## src/rtl/isqs_pkg.sv

```systemverilog
// ----------------------------------------------------------------------------
// isqs_pkg
// Shared types and constants of the index sort quicksort unit.
// ----------------------------------------------------------------------------
package isqs_pkg;

   localparam int MAX_KEYS_DEF  = 64;
   localparam int CUTOFF_DEF    = 7;
   localparam int STACK_DEF     = 16;
   localparam int KEY_W         = 32;
   localparam int POS_W         = 6;
   localparam logic [KEY_W-1:0] SIGN_FLIP = 32'h8000_0000;

   // sequencer states
   typedef enum logic [5:0] {
      ST_IDLE,
      ST_INIT,
      ST_TEST,
      // median of three
      ST_P0, ST_P1, ST_P2, ST_P3, ST_P4, ST_P5, ST_P6, ST_P7, ST_P8,
      // partition scans
      ST_INC_I, ST_CHK_I, ST_DEC_J, ST_CHK_J, ST_CROSS,
      // pivot placement and push
      ST_F0, ST_F1, ST_F2, ST_F3, ST_F4,
      // insertion sort
      ST_IN0, ST_IN1, ST_IN2, ST_IN3, ST_IN4,
      // stack pop
      ST_POP0, ST_POP1, ST_POP2,
      // compare routine
      ST_CMP0, ST_CMP1, ST_CMP2, ST_CMP3,
      // swap routine
      ST_SWP0, ST_SWP1, ST_SWP2, ST_SWP3,
      // result output
      ST_OUT0, ST_OUT1
   } state_type;

endpackage

```

## src/rtl/index_sort_quicksort_unit.sv

```systemverilog
// ----------------------------------------------------------------------------
// index_sort_quicksort_unit
// Loads signed keys and emits their load positions in sorted order.
// ----------------------------------------------------------------------------
// Keys load at one per cycle while the unit is idle. The transaction marked last
// starts the sort: busy stays high for the whole sort and output phase. The
// index is set to the identity, sorted by a median-of-three quicksort with an
// explicit range stack and insertion sort for small ranges, then read out one
// result at a time. All work runs through single-port-read memories with
// registered read data, so each key compare reads two order entries and two
// keys in turn, and each swap reads two order entries and writes them back.
// Results appear on rsp_strobe for one cycle each and
// cannot be held off by the receiver.
// ----------------------------------------------------------------------------
module index_sort_quicksort_unit #(
   parameter int MAX_KEYS         = isqs_pkg::MAX_KEYS_DEF,
   parameter int INSERTION_CUTOFF = isqs_pkg::CUTOFF_DEF,
   parameter int STACK_DEPTH      = isqs_pkg::STACK_DEF
) (
   input  logic                             clock,
   input  logic                             reset,
   input  logic                             start,
   output logic                             busy,
   input  logic signed [isqs_pkg::KEY_W-1:0] req_key,
   input  logic                             req_last_key,
   output logic                             rsp_strobe,
   output logic        [isqs_pkg::POS_W-1:0] rsp_position,
   output logic                             rsp_last_position,
   input  logic                             csr_valid,
   output logic                             csr_ready,
   input  logic                             csr_descending
);

   localparam int AW  = $clog2(MAX_KEYS);
   localparam int IW  = AW + 1;
   localparam int SAW = $clog2(STACK_DEPTH);
   localparam int SW  = SAW + 1;
   localparam int KW  = isqs_pkg::KEY_W;

   // memories
   logic [KW-1:0]  key_mem [MAX_KEYS];
   logic [AW-1:0]  ord_mem [MAX_KEYS];
   logic [AW-1:0]  stk_mem [STACK_DEPTH];

   logic           key_we;
   logic [AW-1:0]  key_waddr, key_raddr;
   logic [KW-1:0]  key_wdata, key_q_ff;
   logic           ord_we;
   logic [AW-1:0]  ord_waddr, ord_raddr, ord_wdata, ord_q_ff;
   logic           stk_we;
   logic [SAW-1:0] stk_waddr, stk_raddr;
   logic [AW-1:0]  stk_wdata, stk_q_ff;

   // control registers
   isqs_pkg::state_type state_ff, state_in, ret_ff, ret_in;
   logic           desc_ff;
   logic [IW-1:0]  count_ff, count_in, n_ff, n_in, c_ff, c_in;
   logic [IW-1:0]  l_ff, l_in, r_ff, r_in, i_ff, i_in, j_ff, j_in;
   logic [IW-1:0]  jj_ff, jj_in, p_ff, p_in;
   logic [IW-1:0]  cx_ff, cx_in, cy_ff, cy_in;
   logic [SW-1:0]  sp_ff, sp_in;
   logic           by_idx_ff, by_idx_in;
   logic           gt_ff, gt_in, lt_ff, lt_in;
   // payload registers
   logic [AW-1:0]  cval_ff, cval_in, vx_ff, vx_in, tx_ff, tx_in;
   logic [AW-1:0]  a_ff, a_in, v_ff, v_in;
   logic [KW-1:0]  ka_ff, ka_in;
   logic [IW-1:0]  pl_ff, pl_in, ph_ff, ph_in;

   logic [IW-1:0]  span, ni, nj, kmid, cnt_next;
   logic [SW-1:0]  sp_p1;

   assign csr_ready = 1'b1;
   assign busy      = (state_ff != isqs_pkg::ST_IDLE);

   assign span  = r_ff - l_ff;
   assign ni    = i_ff + IW'(1);
   assign nj    = j_ff - IW'(1);
   assign kmid  = (l_ff + r_ff) >> 1;
   assign sp_p1 = sp_ff + SW'(1);
   assign cnt_next = (int'(count_ff) < MAX_KEYS) ? count_ff + IW'(1) : count_ff;

   // sequencer
   always_comb begin
      state_in  = state_ff;
      ret_in    = ret_ff;
      count_in  = count_ff;
      n_in      = n_ff;
      c_in      = c_ff;
      l_in      = l_ff;
      r_in      = r_ff;
      i_in      = i_ff;
      j_in      = j_ff;
      jj_in     = jj_ff;
      p_in      = p_ff;
      cx_in     = cx_ff;
      cy_in     = cy_ff;
      sp_in     = sp_ff;
      by_idx_in = by_idx_ff;
      gt_in     = gt_ff;
      lt_in     = lt_ff;
      cval_in   = cval_ff;
      vx_in     = vx_ff;
      tx_in     = tx_ff;
      a_in      = a_ff;
      v_in      = v_ff;
      ka_in     = ka_ff;
      pl_in     = pl_ff;
      ph_in     = ph_ff;

      key_we    = 1'b0;
      key_waddr = count_ff[AW-1:0];
      key_wdata = req_key ^ isqs_pkg::SIGN_FLIP;
      key_raddr = ord_q_ff;
      ord_we    = 1'b0;
      ord_waddr = c_ff[AW-1:0];
      ord_wdata = c_ff[AW-1:0];
      ord_raddr = cx_ff[AW-1:0];
      stk_we    = 1'b0;
      stk_waddr = sp_ff[SAW-1:0];
      stk_wdata = pl_ff[AW-1:0];
      stk_raddr = sp_ff[SAW-1:0];

      rsp_strobe        = 1'b0;
      rsp_position      = isqs_pkg::POS_W'(ord_q_ff);
      rsp_last_position = (c_ff + IW'(1) == n_ff);

      unique case (state_ff)
         isqs_pkg::ST_IDLE: begin
            if (start) begin
               key_we   = (int'(count_ff) < MAX_KEYS);
               count_in = cnt_next;
               if (req_last_key) begin
                  n_in     = cnt_next;
                  c_in     = '0;
                  state_in = isqs_pkg::ST_INIT;
               end
            end
         end
         isqs_pkg::ST_INIT: begin
            ord_we = 1'b1;
            c_in   = c_ff + IW'(1);
            if (c_ff + IW'(1) == n_ff) begin
               l_in     = '0;
               r_in     = n_ff - IW'(1);
               sp_in    = '0;
               state_in = isqs_pkg::ST_TEST;
            end
         end
         isqs_pkg::ST_TEST: begin
            if (int'(span) < INSERTION_CUTOFF || int'(span) < 2 ||
                int'(sp_ff) + 2 > STACK_DEPTH) begin
               jj_in    = l_ff + IW'(1);
               state_in = isqs_pkg::ST_IN0;
            end else begin
               cx_in    = kmid;
               cy_in    = l_ff + IW'(1);
               ret_in   = isqs_pkg::ST_P1;
               state_in = isqs_pkg::ST_SWP0;
            end
         end
         isqs_pkg::ST_P0: state_in = isqs_pkg::ST_P1;
         isqs_pkg::ST_P1: begin
            cx_in = l_ff + IW'(1); cy_in = r_ff; by_idx_in = 1'b1;
            ret_in = isqs_pkg::ST_P2; state_in = isqs_pkg::ST_CMP0;
         end
         isqs_pkg::ST_P2: begin
            cx_in = l_ff + IW'(1); cy_in = r_ff; ret_in = isqs_pkg::ST_P3;
            state_in = gt_ff ? isqs_pkg::ST_SWP0 : isqs_pkg::ST_P3;
         end
         isqs_pkg::ST_P3: begin
            cx_in = l_ff; cy_in = r_ff; by_idx_in = 1'b1;
            ret_in = isqs_pkg::ST_P4; state_in = isqs_pkg::ST_CMP0;
         end
         isqs_pkg::ST_P4: begin
            cx_in = l_ff; cy_in = r_ff; ret_in = isqs_pkg::ST_P5;
            state_in = gt_ff ? isqs_pkg::ST_SWP0 : isqs_pkg::ST_P5;
         end
         isqs_pkg::ST_P5: begin
            cx_in = l_ff + IW'(1); cy_in = l_ff; by_idx_in = 1'b1;
            ret_in = isqs_pkg::ST_P6; state_in = isqs_pkg::ST_CMP0;
         end
         isqs_pkg::ST_P6: begin
            cx_in = l_ff + IW'(1); cy_in = l_ff; ret_in = isqs_pkg::ST_P7;
            state_in = gt_ff ? isqs_pkg::ST_SWP0 : isqs_pkg::ST_P7;
         end
         isqs_pkg::ST_P7: begin
            i_in      = l_ff + IW'(1);
            j_in      = r_ff;
            ord_raddr = l_ff[AW-1:0];
            state_in  = isqs_pkg::ST_P8;
         end
         isqs_pkg::ST_P8: begin
            a_in     = ord_q_ff;
            state_in = isqs_pkg::ST_INC_I;
         end
         // scan i up while ord[i] < pivot
         isqs_pkg::ST_INC_I: begin
            i_in = ni;
            if (ni < r_ff) begin
               cx_in = ni; cval_in = a_ff; by_idx_in = 1'b0;
               ret_in = isqs_pkg::ST_CHK_I; state_in = isqs_pkg::ST_CMP0;
            end else begin
               state_in = isqs_pkg::ST_DEC_J;
            end
         end
         isqs_pkg::ST_CHK_I:
            state_in = lt_ff ? isqs_pkg::ST_INC_I : isqs_pkg::ST_DEC_J;
         // scan j down while ord[j] > pivot
         isqs_pkg::ST_DEC_J: begin
            j_in = nj;
            if (nj > l_ff) begin
               cx_in = nj; cval_in = a_ff; by_idx_in = 1'b0;
               ret_in = isqs_pkg::ST_CHK_J; state_in = isqs_pkg::ST_CMP0;
            end else begin
               state_in = isqs_pkg::ST_CROSS;
            end
         end
         isqs_pkg::ST_CHK_J:
            state_in = gt_ff ? isqs_pkg::ST_DEC_J : isqs_pkg::ST_CROSS;
         isqs_pkg::ST_CROSS: begin
            if (j_ff < i_ff) begin
               state_in = isqs_pkg::ST_F0;
            end else begin
               cx_in = i_ff; cy_in = j_ff;
               ret_in = isqs_pkg::ST_INC_I; state_in = isqs_pkg::ST_SWP0;
            end
         end
         // place pivot at j
         isqs_pkg::ST_F0: begin
            ord_raddr = j_ff[AW-1:0];
            state_in  = isqs_pkg::ST_F1;
         end
         isqs_pkg::ST_F1: begin
            ord_we    = 1'b1;
            ord_waddr = l_ff[AW-1:0];
            ord_wdata = ord_q_ff;
            state_in  = isqs_pkg::ST_F2;
         end
         isqs_pkg::ST_F2: begin
            ord_we    = 1'b1;
            ord_waddr = j_ff[AW-1:0];
            ord_wdata = a_ff;
            state_in  = isqs_pkg::ST_F3;
         end
         // push the larger side, continue on the smaller
         isqs_pkg::ST_F3: begin
            if (r_ff + IW'(1) - i_ff >= j_ff - l_ff) begin
               pl_in = i_ff;  ph_in = r_ff;
               stk_wdata = i_ff[AW-1:0];
               r_in  = j_ff - IW'(1);
            end else begin
               pl_in = l_ff;  ph_in = j_ff - IW'(1);
               stk_wdata = l_ff[AW-1:0];
               l_in  = i_ff;
            end
            stk_we   = 1'b1;
            state_in = isqs_pkg::ST_F4;
         end
         isqs_pkg::ST_F4: begin
            stk_we    = 1'b1;
            stk_waddr = sp_p1[SAW-1:0];
            stk_wdata = ph_ff[AW-1:0];
            sp_in     = sp_ff + SW'(2);
            state_in  = isqs_pkg::ST_TEST;
         end
         // insertion sort over [l..r]
         isqs_pkg::ST_IN0: begin
            if (jj_ff > r_ff) begin
               state_in = isqs_pkg::ST_POP0;
            end else begin
               ord_raddr = jj_ff[AW-1:0];
               state_in  = isqs_pkg::ST_IN1;
            end
         end
         isqs_pkg::ST_IN1: begin
            v_in     = ord_q_ff;
            p_in     = jj_ff;
            state_in = isqs_pkg::ST_IN2;
         end
         isqs_pkg::ST_IN2: begin
            if (p_ff > l_ff) begin
               cx_in = p_ff - IW'(1); cval_in = v_ff; by_idx_in = 1'b0;
               ret_in = isqs_pkg::ST_IN3; state_in = isqs_pkg::ST_CMP0;
            end else begin
               state_in = isqs_pkg::ST_IN4;
            end
         end
         isqs_pkg::ST_IN3: begin
            if (gt_ff) begin
               ord_we    = 1'b1;
               ord_waddr = p_ff[AW-1:0];
               ord_wdata = vx_ff;
               p_in      = p_ff - IW'(1);
               state_in  = isqs_pkg::ST_IN2;
            end else begin
               state_in  = isqs_pkg::ST_IN4;
            end
         end
         isqs_pkg::ST_IN4: begin
            ord_we    = 1'b1;
            ord_waddr = p_ff[AW-1:0];
            ord_wdata = v_ff;
            jj_in     = jj_ff + IW'(1);
            state_in  = isqs_pkg::ST_IN0;
         end
         // pop the next range
         isqs_pkg::ST_POP0: begin
            if (sp_ff == '0) begin
               c_in     = '0;
               state_in = isqs_pkg::ST_OUT0;
            end else begin
               stk_raddr = SAW'(sp_ff - SW'(1));
               state_in  = isqs_pkg::ST_POP1;
            end
         end
         isqs_pkg::ST_POP1: begin
            r_in      = IW'(stk_q_ff);
            stk_raddr = SAW'(sp_ff - SW'(2));
            state_in  = isqs_pkg::ST_POP2;
         end
         isqs_pkg::ST_POP2: begin
            l_in     = IW'(stk_q_ff);
            sp_in    = sp_ff - SW'(2);
            state_in = isqs_pkg::ST_TEST;
         end
         // compare key of ord[cx] with key of ord[cy] or of cval
         isqs_pkg::ST_CMP0: begin
            ord_raddr = cx_ff[AW-1:0];
            state_in  = isqs_pkg::ST_CMP1;
         end
         isqs_pkg::ST_CMP1: begin
            key_raddr = ord_q_ff;
            vx_in     = ord_q_ff;
            ord_raddr = cy_ff[AW-1:0];
            state_in  = isqs_pkg::ST_CMP2;
         end
         isqs_pkg::ST_CMP2: begin
            ka_in     = key_q_ff;
            key_raddr = by_idx_ff ? ord_q_ff : cval_ff;
            state_in  = isqs_pkg::ST_CMP3;
         end
         isqs_pkg::ST_CMP3: begin
            gt_in    = desc_ff ? (key_q_ff > ka_ff) : (ka_ff > key_q_ff);
            lt_in    = desc_ff ? (key_q_ff < ka_ff) : (ka_ff < key_q_ff);
            state_in = ret_ff;
         end
         // swap ord[cx] and ord[cy]
         isqs_pkg::ST_SWP0: begin
            ord_raddr = cx_ff[AW-1:0];
            state_in  = isqs_pkg::ST_SWP1;
         end
         isqs_pkg::ST_SWP1: begin
            tx_in     = ord_q_ff;
            ord_raddr = cy_ff[AW-1:0];
            state_in  = isqs_pkg::ST_SWP2;
         end
         isqs_pkg::ST_SWP2: begin
            ord_we    = 1'b1;
            ord_waddr = cx_ff[AW-1:0];
            ord_wdata = ord_q_ff;
            state_in  = isqs_pkg::ST_SWP3;
         end
         isqs_pkg::ST_SWP3: begin
            ord_we    = 1'b1;
            ord_waddr = cy_ff[AW-1:0];
            ord_wdata = tx_ff;
            state_in  = ret_ff;
         end
         // read out sorted positions
         isqs_pkg::ST_OUT0: begin
            ord_raddr = c_ff[AW-1:0];
            state_in  = isqs_pkg::ST_OUT1;
         end
         isqs_pkg::ST_OUT1: begin
            rsp_strobe = 1'b1;
            c_in       = c_ff + IW'(1);
            if (c_ff + IW'(1) == n_ff) begin
               count_in = '0;
               state_in = isqs_pkg::ST_IDLE;
            end else begin
               state_in = isqs_pkg::ST_OUT0;
            end
         end
         default: state_in = isqs_pkg::ST_IDLE;
      endcase
   end

   // control registers
   always_ff @(posedge clock) begin
      if (reset) begin
         state_ff  <= isqs_pkg::ST_IDLE;
         ret_ff    <= isqs_pkg::ST_IDLE;
         desc_ff   <= 1'b0;
         count_ff  <= '0;
         n_ff      <= '0;
         c_ff      <= '0;
         l_ff      <= '0;
         r_ff      <= '0;
         i_ff      <= '0;
         j_ff      <= '0;
         jj_ff     <= '0;
         p_ff      <= '0;
         cx_ff     <= '0;
         cy_ff     <= '0;
         sp_ff     <= '0;
         by_idx_ff <= 1'b0;
         gt_ff     <= 1'b0;
         lt_ff     <= 1'b0;
      end else begin
         state_ff  <= state_in;
         ret_ff    <= ret_in;
         if (csr_valid && csr_ready) begin
            desc_ff <= csr_descending;
         end
         count_ff  <= count_in;
         n_ff      <= n_in;
         c_ff      <= c_in;
         l_ff      <= l_in;
         r_ff      <= r_in;
         i_ff      <= i_in;
         j_ff      <= j_in;
         jj_ff     <= jj_in;
         p_ff      <= p_in;
         cx_ff     <= cx_in;
         cy_ff     <= cy_in;
         sp_ff     <= sp_in;
         by_idx_ff <= by_idx_in;
         gt_ff     <= gt_in;
         lt_ff     <= lt_in;
      end
   end

   // payload registers
   always_ff @(posedge clock) begin
      cval_ff <= cval_in;
      vx_ff   <= vx_in;
      tx_ff   <= tx_in;
      a_ff    <= a_in;
      v_ff    <= v_in;
      ka_ff   <= ka_in;
      pl_ff   <= pl_in;
      ph_ff   <= ph_in;
   end

   // key memory
   always_ff @(posedge clock) begin
      if (key_we) begin
         key_mem[key_waddr] <= key_wdata;
      end
      key_q_ff <= key_mem[key_raddr];
   end

   // order memory
   always_ff @(posedge clock) begin
      if (ord_we) begin
         ord_mem[ord_waddr] <= ord_wdata;
      end
      ord_q_ff <= ord_mem[ord_raddr];
   end

   // range stack memory
   always_ff @(posedge clock) begin
      if (stk_we) begin
         stk_mem[stk_waddr] <= stk_wdata;
      end
      stk_q_ff <= stk_mem[stk_raddr];
   end

endmodule

```

## config.mk

```make
export PLATFORM = sky130hd
export DESIGN_NAME = index_sort_quicksort_unit
export DESIGN_NICKNAME = d
export VERILOG_FILES = /design/src/rtl/isqs_pkg.sv /design/src/rtl/index_sort_quicksort_unit.sv
export SDC_FILE = /design/constraint.sdc
export NUM_CORES = 2
export LEC_CHECK = 0
export BUFFER_PORTS_ARGS = -buffer_cell sky130_fd_sc_hd__buf_2
export CAP_MARGIN = 30
export CELL_PAD_IN_SITES_DETAIL_PLACEMENT = 1
export CELL_PAD_IN_SITES_GLOBAL_PLACEMENT = 1
export CORE_MARGIN = 1.5
export CORE_UTILIZATION = 45
export CTS_BUF_LIST = sky130_fd_sc_hd__clkbuf_16
export DETAILED_ROUTE_END_ITERATION = 8
export PLACE_DENSITY = 0.66
export SYNTH_ARGS = -nofsm -noshare
export SYNTH_HDL_FRONTEND = slang
export SYNTH_SLANG_ARGS = --single-unit
```

## constraint.sdc

```tcl
create_clock -name clock -period 4.25 [get_ports clock]
set_clock_uncertainty 0.05 [all_clocks]
set_input_delay 0.2125 -clock clock [delete_from_list [all_inputs] [get_ports clock]]
set_output_delay 0.2125 -clock clock [all_outputs]
set_load 0.02 [all_outputs]
```

Yosys cells after proc, flatten, opt, wreduce, memory -nomap -nowiden
Memories as Yosys holds them, arrays and structs flattened. A register that Yosys moved wholly into a read port is not among the register bits.
Index checks and enable logic that the tools add are counted.
{"block": "totals", "regBits": 170, "ram_bits": 2528, "inputBits": 38, "out_inout_bits": 10, "wordCells": 252, "memories": 3}
{"block": "classes", "n_addsub": 18, "n_lt_le_gt_ge": 14, "eq_ne": 54, "muxes": 91, "n_bitwise": 1, "reduce_logical": 45}
{"memory": "key_mem", "depth": 64, "width": 32, "read_ports": 1, "rd_ports_with_merged_regs": 1, "write_ports": 1, "line": "index_sort_quicksort_unit.sv:41", "source": "logic [KW-1:0] key_mem [MAX_KEYS];"}
{"memory": "ord_mem", "depth": 64, "width": 6, "read_ports": 1, "rd_ports_with_merged_regs": 1, "write_ports": 1, "line": "index_sort_quicksort_unit.sv:42", "source": "logic [AW-1:0] ord_mem [MAX_KEYS];"}
{"memory": "stk_mem", "depth": 16, "width": 6, "read_ports": 1, "rd_ports_with_merged_regs": 1, "write_ports": 1, "line": "index_sort_quicksort_unit.sv:43", "source": "logic [AW-1:0] stk_mem [STACK_DEPTH];"}
{"operator": "6-bit one-hot mux with 36 select lines", "n": 1}
{"operator": "6-bit 2-to-1 mux", "n": 33}
{"operator": "6-bit by 5-bit == test with 1-bit output (second input constant)", "n": 16}
{"operator": "7-bit 2-to-1 mux", "n": 11}
{"operator": "7-bit one-hot mux with 2 select lines", "n": 5}
{"operator": "6-bit one-hot mux with 11 select lines", "n": 1}
{"operator": "32-bit greater-than comparator", "n": 2}
{"operator": "32-bit < comparator", "n": 2}
{"operator": "7-bit one-hot mux with 3 select lines", "n": 3}
{"operator": "6-bit one-hot mux with 5 select lines", "n": 2}
{"operator": "6-bit by 4-bit == test with 1-bit output (second input constant)", "n": 8}
{"operator": "6-bit == test (second input constant)", "n": 8}
{"operator": "7-bit by 1-bit adder with 7-bit output (second input constant)", "n": 6}
{"operator": "6-bit one-hot mux with 7 select lines", "n": 1}
{"operator": "6-bit one-hot mux with 6 select lines", "n": 1}
{"operator": "2-bit != test (second input constant)", "n": 14}
{"operator": "6-bit by 3-bit == test with 1-bit output (second input constant)", "n": 4}
{"operator": "6-bit one-hot mux with 4 select lines", "n": 1}
{"operator": "7-bit greater-than comparator", "n": 3}
{"operator": "7-bit by 1-bit subtractor with 7-bit output (second input constant)", "n": 3}
{"operator": "7-bit subtractor", "n": 3}
{"operator": "6-bit one-hot mux with 3 select lines", "n": 1}
{"operator": "3-bit AND reduction", "n": 6}
{"operator": "1-bit 2-to-1 mux", "n": 16}
{"operator": "other kinds (41)", "n": 72}

Logic depth before layout (Yosys ltp)
{"block": "logic_depth", "word_depth": 6, "depth_mapped": 18, "ltp_nobuf": 16}

Least setup slack after synthesis
No wires, ideal clock.
{"block": "synth_path", "path_kind": "register to register", "startpoint": "register state_ff[3]", "endpoint": "memory ord_mem[0][3] (netlist bit) (data pin)", "setup_ns": 0.549, "t_arrival_ns": 3.770, "required_time_ns": 3.651, "setup_slack_ns": -0.119, "path_stages_with_launch": 9, "path_buffers": 2, "synth_period_minus_slack_ns": 4.369, "cell_sequence": "dfxtp_1 -> buf_2 -> nor3b_1 -> nand2_1 -> nor3_1 -> or2_2 -> clkbuf_1 -> a221oi_1 -> a21oi_1"}
{"block": "synth_between", "elab_chain_cells": 3, "word_cells_on_any_way": 8, "classes_between": "eq/ne (6); mux (1); reduce/logical (1)"}
{"element": "start, declared", "line": "index_sort_quicksort_unit.sv:55", "source": "isqs_pkg::state_type state_ff, state_in, ret_ff, ret_in;"}
{"element": "start signal, assigned", "line": "index_sort_quicksort_unit.sv:392", "source": "state_ff <= isqs_pkg::ST_IDLE;"}
{"element": "start signal, assigned", "line": "index_sort_quicksort_unit.sv:411", "source": "state_ff <= state_in;"}
{"element": "6-bit == test / 6-bit by 5-bit == test with 1-bit output (equally long branches)", "line": "index_sort_quicksort_unit.sv:128", "source": "unique case (state_ff)"}
{"element": "2-bit OR reduction (no source line)"}
{"element": "6-bit one-hot mux with 5 select lines *", "line": "index_sort_quicksort_unit.sv:128"}
{"element": "named net ord_wdata[3]", "line": "index_sort_quicksort_unit.sv:49", "source": "logic [AW-1:0] ord_waddr, ord_raddr, ord_wdata, ord_q_ff;"}
{"element": "end, declared", "line": "index_sort_quicksort_unit.sv:42"}
The timed path passes the listed nets; every way through them passes the cells marked *.

Worst setup path after layout
{"block": "layout_path", "startpoint": "register state_ff[2]", "endpoint": "register key_q_ff[0], read port of key_mem"}
{"block": "layout_between", "elab_chain_cells": 2}
{"element": "6-bit == test", "line": "index_sort_quicksort_unit.sv:128"}
{"element": "6-bit 2-to-1 mux", "line": "index_sort_quicksort_unit.sv:128"}
{"element": "end, declared", "line": "index_sort_quicksort_unit.sv:47", "source": "logic [KW-1:0] key_wdata, key_q_ff;"}
No other way between the ends.
A chain may end at the register's enable or synchronous reset.

==> results.toml <==
[layout]
layout_commonest_cell = "edfxtp_1"
stdcell_count = 10524
utilization_pct = 53.1
final_cell_mix = "edfxtp_1, nand2_1, mux4_2"
post_route_cells_drive_above_1_share_pct = 21.5
multiInputGateArea_um2 = 28600
regArea_um2 = 80900
nFillCells = 22369
area_delta_synth_final_pct = 16.9
layout.nets = 7247
finish.instance_area_um2 = 129000

[clocking]
clock_root_buffer = "clkbuf_16"
maximum_level_of_the_cts_h_tree = 5
cts_tree = "done"
clkSinkCount = 2740
max-clock-path-buffers = 4
clk_pin_slew_ns = 0.06
clock_insertion_delay_worst_skew_ns = 0.96
cts_made_buffers = 303

[synthesis]
asyncSetResetFlopFracSynth_pct = 0
synth_area_leader_cell = "edfxtp_1"
synthesis.instances = 6562
synth_nets = 6716
number_of_enable_flip_flop_cells_after_synthesis = 2602
synth-seq-cells = 2740
synth.avg_cell_area_um2 = 16.9
ys_warn_count = 0
synth_top_area_share_pct = 70.5
synth_cell_types = 83
synthesis.area_um2 = 111000
yosys_most_used_dff = "edfxtp_1"
synth_top_cells_by_area = "edfxtp_1, mux4_2, nand2_1, dfxtp_1, a211oi_1"
synth.yosys.seq_area_share_pct = 73.0

[place]
placedCellCount = 9937
pre_cts_ws_ns = -0.182
detailedPlacementHpwl_mm = 192
place_congestion = 0.884
placement.io_buffers = 46
placedInstanceArea_um2 = 119000

[sta]
final-max-slew-violation-count = 0
worst-slew-pin-transition_ns = 1.08
final.setup.tns_ns = 0
hold_viol = 0
timing.fmax_ghz = 0.240
whs_ns = 0.0786
worst_slew_margin_rel_pct = 27.8
final.min_clock_period_ns = 4.17
fin_ws_ns = 0.0843
setup_viol_count_final = 0
timing.final.crit_share_pct = 98.0

[pwr]
total_leakage_power_nw = 42.9
finalPower_mw = 85.3
vdd_ir_drop_max_v = 0.000505
pwrdens_nw_per_um2 = 659

[setup_path]
worst_path_max_delay_cell = "or4_4"
worst_setup_path_end_kind = "flop"
critical_path.startpoint_type = "flop"
setup.worst_path.class = "reg -> reg"
timing.critical_path.slowest_cell_delay_ns = 0.56
worstPathArrival_ns = 4.88
path_cells = "or4_4 > nor3_4 > buf_4 > mux2i_4 > buf_12 > buf_12 > mux4_2 > and2_1 > a211oi_1 > a31oi_1 > a21oi_1 > a21oi_1"
crit_path_max_fanout = 43
worst_path_required_time_ns = 4.97

[floorplanning]
die-area_um2 = 249000
num_ports = 48
initial_core_util_pct = 45.4
standard_cell_row_count = 181
fp.dieH_um = 499
die_w_um = 499
core_area_um2 = 244000

[grt]
first_global_vias = 66997
initial_antenna_violation_count = 6
grt_first_pass_wirelength_mm = 461
grt_max_degree = 66
grt-ovfl-total = 0
grt.total_usage_pct = 25.1

[status]
outcome = "completed"

[routing]
routed_wl_mm = 314
vias = 63839
vias_per_cell = 6.07
post-route-drc-count = 0
drt_first_pass_iters = 7
antenna_violating_nets_post_route = 0
wire_per_inst_um = 29.8
drt_iter0_drc = 6166

[job]
max_cap_violations = 0

[min_path]
hold_path.class = "in -> reg"
-- logic make-up (layout without fill, tap and decap cells) --
logic type               after synthesis  count (layout)  synth area share (%)
flip-flops                          2740            2740                  73.0
AND/OR/NAND/NOR                     1625            1625                  6.49
AO/OA/AOI/OAI                        917             917                  5.88
multiplexers                         604             604                  10.9
buffers and inverters                497            1256                  1.83
adder cells (fa/ha/maj)              116             116                  1.34
XOR/XNOR                              62              62                 0.490
other                                  1               2               0.00339
-- synth_stat cells (88+ instances only) --
cell type  count
nand3_1      165
a211oi_1     202
and2_1       141
nor2_1       302
inv_1        100
buf_2         88
dfxtp_1      138
clkbuf_1     257
mux4_2       486
edfxtp_1    2602
mux2i_1      115
a31oi_1      115
a311oi_1     101
nand2_1      819
a21oi_1      175
ha_1         112
-- registers in the layout, summed over array words and instances, names as in the netlist, 7 cells and up --
name,flops
key_mem,2048
l_ff,7
i_ff,7
count_ff,7
key_q_ff,32
j_ff,7
p_ff,7
ka_ff,32
r_ff,7
c_ff,7
stk_mem,96
ord_mem,384
jj_ff,7
n_ff,7
-- critical path: cells and delay by family, from the launching register on --
| family | cells | cell delay [ns] |
|---|---|---|
| AO/OA/AOI/OAI | 4 | 1.09 |
| buffers and inverters | 3 | 0.81 |
| flip-flops | 1 | 0.37 |
| multiplexers | 2 | 0.70 |
| AND/OR/NAND/NOR | 3 | 0.96 |
-- cell type report --
cell class / instances / area share, %
flip-flops and latches: 2740 / 62.5
multi-input cells: 3325 / 22.1
clock buffers: 308 / 5.95
repair buffers: 622 / 4.86
well taps: 3202 / 3.09
clock inverters: 225 / 1.21
inverters: 101 / 0.293
diodes: 1 / 0.00193
-- report_power, final --
| group | internal (mW) | switching, mW | total, mW |
|---|---|---|---|
| Combinational | 12.1 | 17.1 | 29.2 |
| Clock | 14.4 | 10.5 | 24.9 |
| Sequential | 30.6 | 0.619 | 31.2 |
| Total | 57.1 | 28.2 | 85.3 |
-- metal layers --
layer,up-vias,global-route usage [%],share of wire [%]
met5,-,0,0.0096
met4,4,7.23,3.0
met3,562,3.30,5.8
met2,2181,41.5,49
met1,33969,34.9,42
li1,27123,-,-
-- path summary, 6_finish.rpt --
check | start | to | slack (ns) | cells past startpoint
worst min register to register | key_q_ff[14] | ka_ff[14] | 0.39 | 0
worst max register to register | state_ff[2] | key_q_ff[0] | 0.08 | 12
worst max-delay path | state_ff[2] | key_q_ff[0] | 0.08 | 12
worst min-delay path | req_key[25] | key_mem[55][25] | 0.08 | 2
-- what timing repair did --
| item | in CTS | in global routing |
|---|---|---|
| hold buffers | 28 | 10 |
| setup buffers | 0 | 0 |
| endpoints found under the hold margin | 1281 | 640 |
| cloned | 0 | 1 |
| pin swaps | 0 | 4 |
| setup endpoints to repair | 8 | 12 |
| resized for setup | 8 | 12 |
No activity file was read; power rests on OpenSTA's default activity.
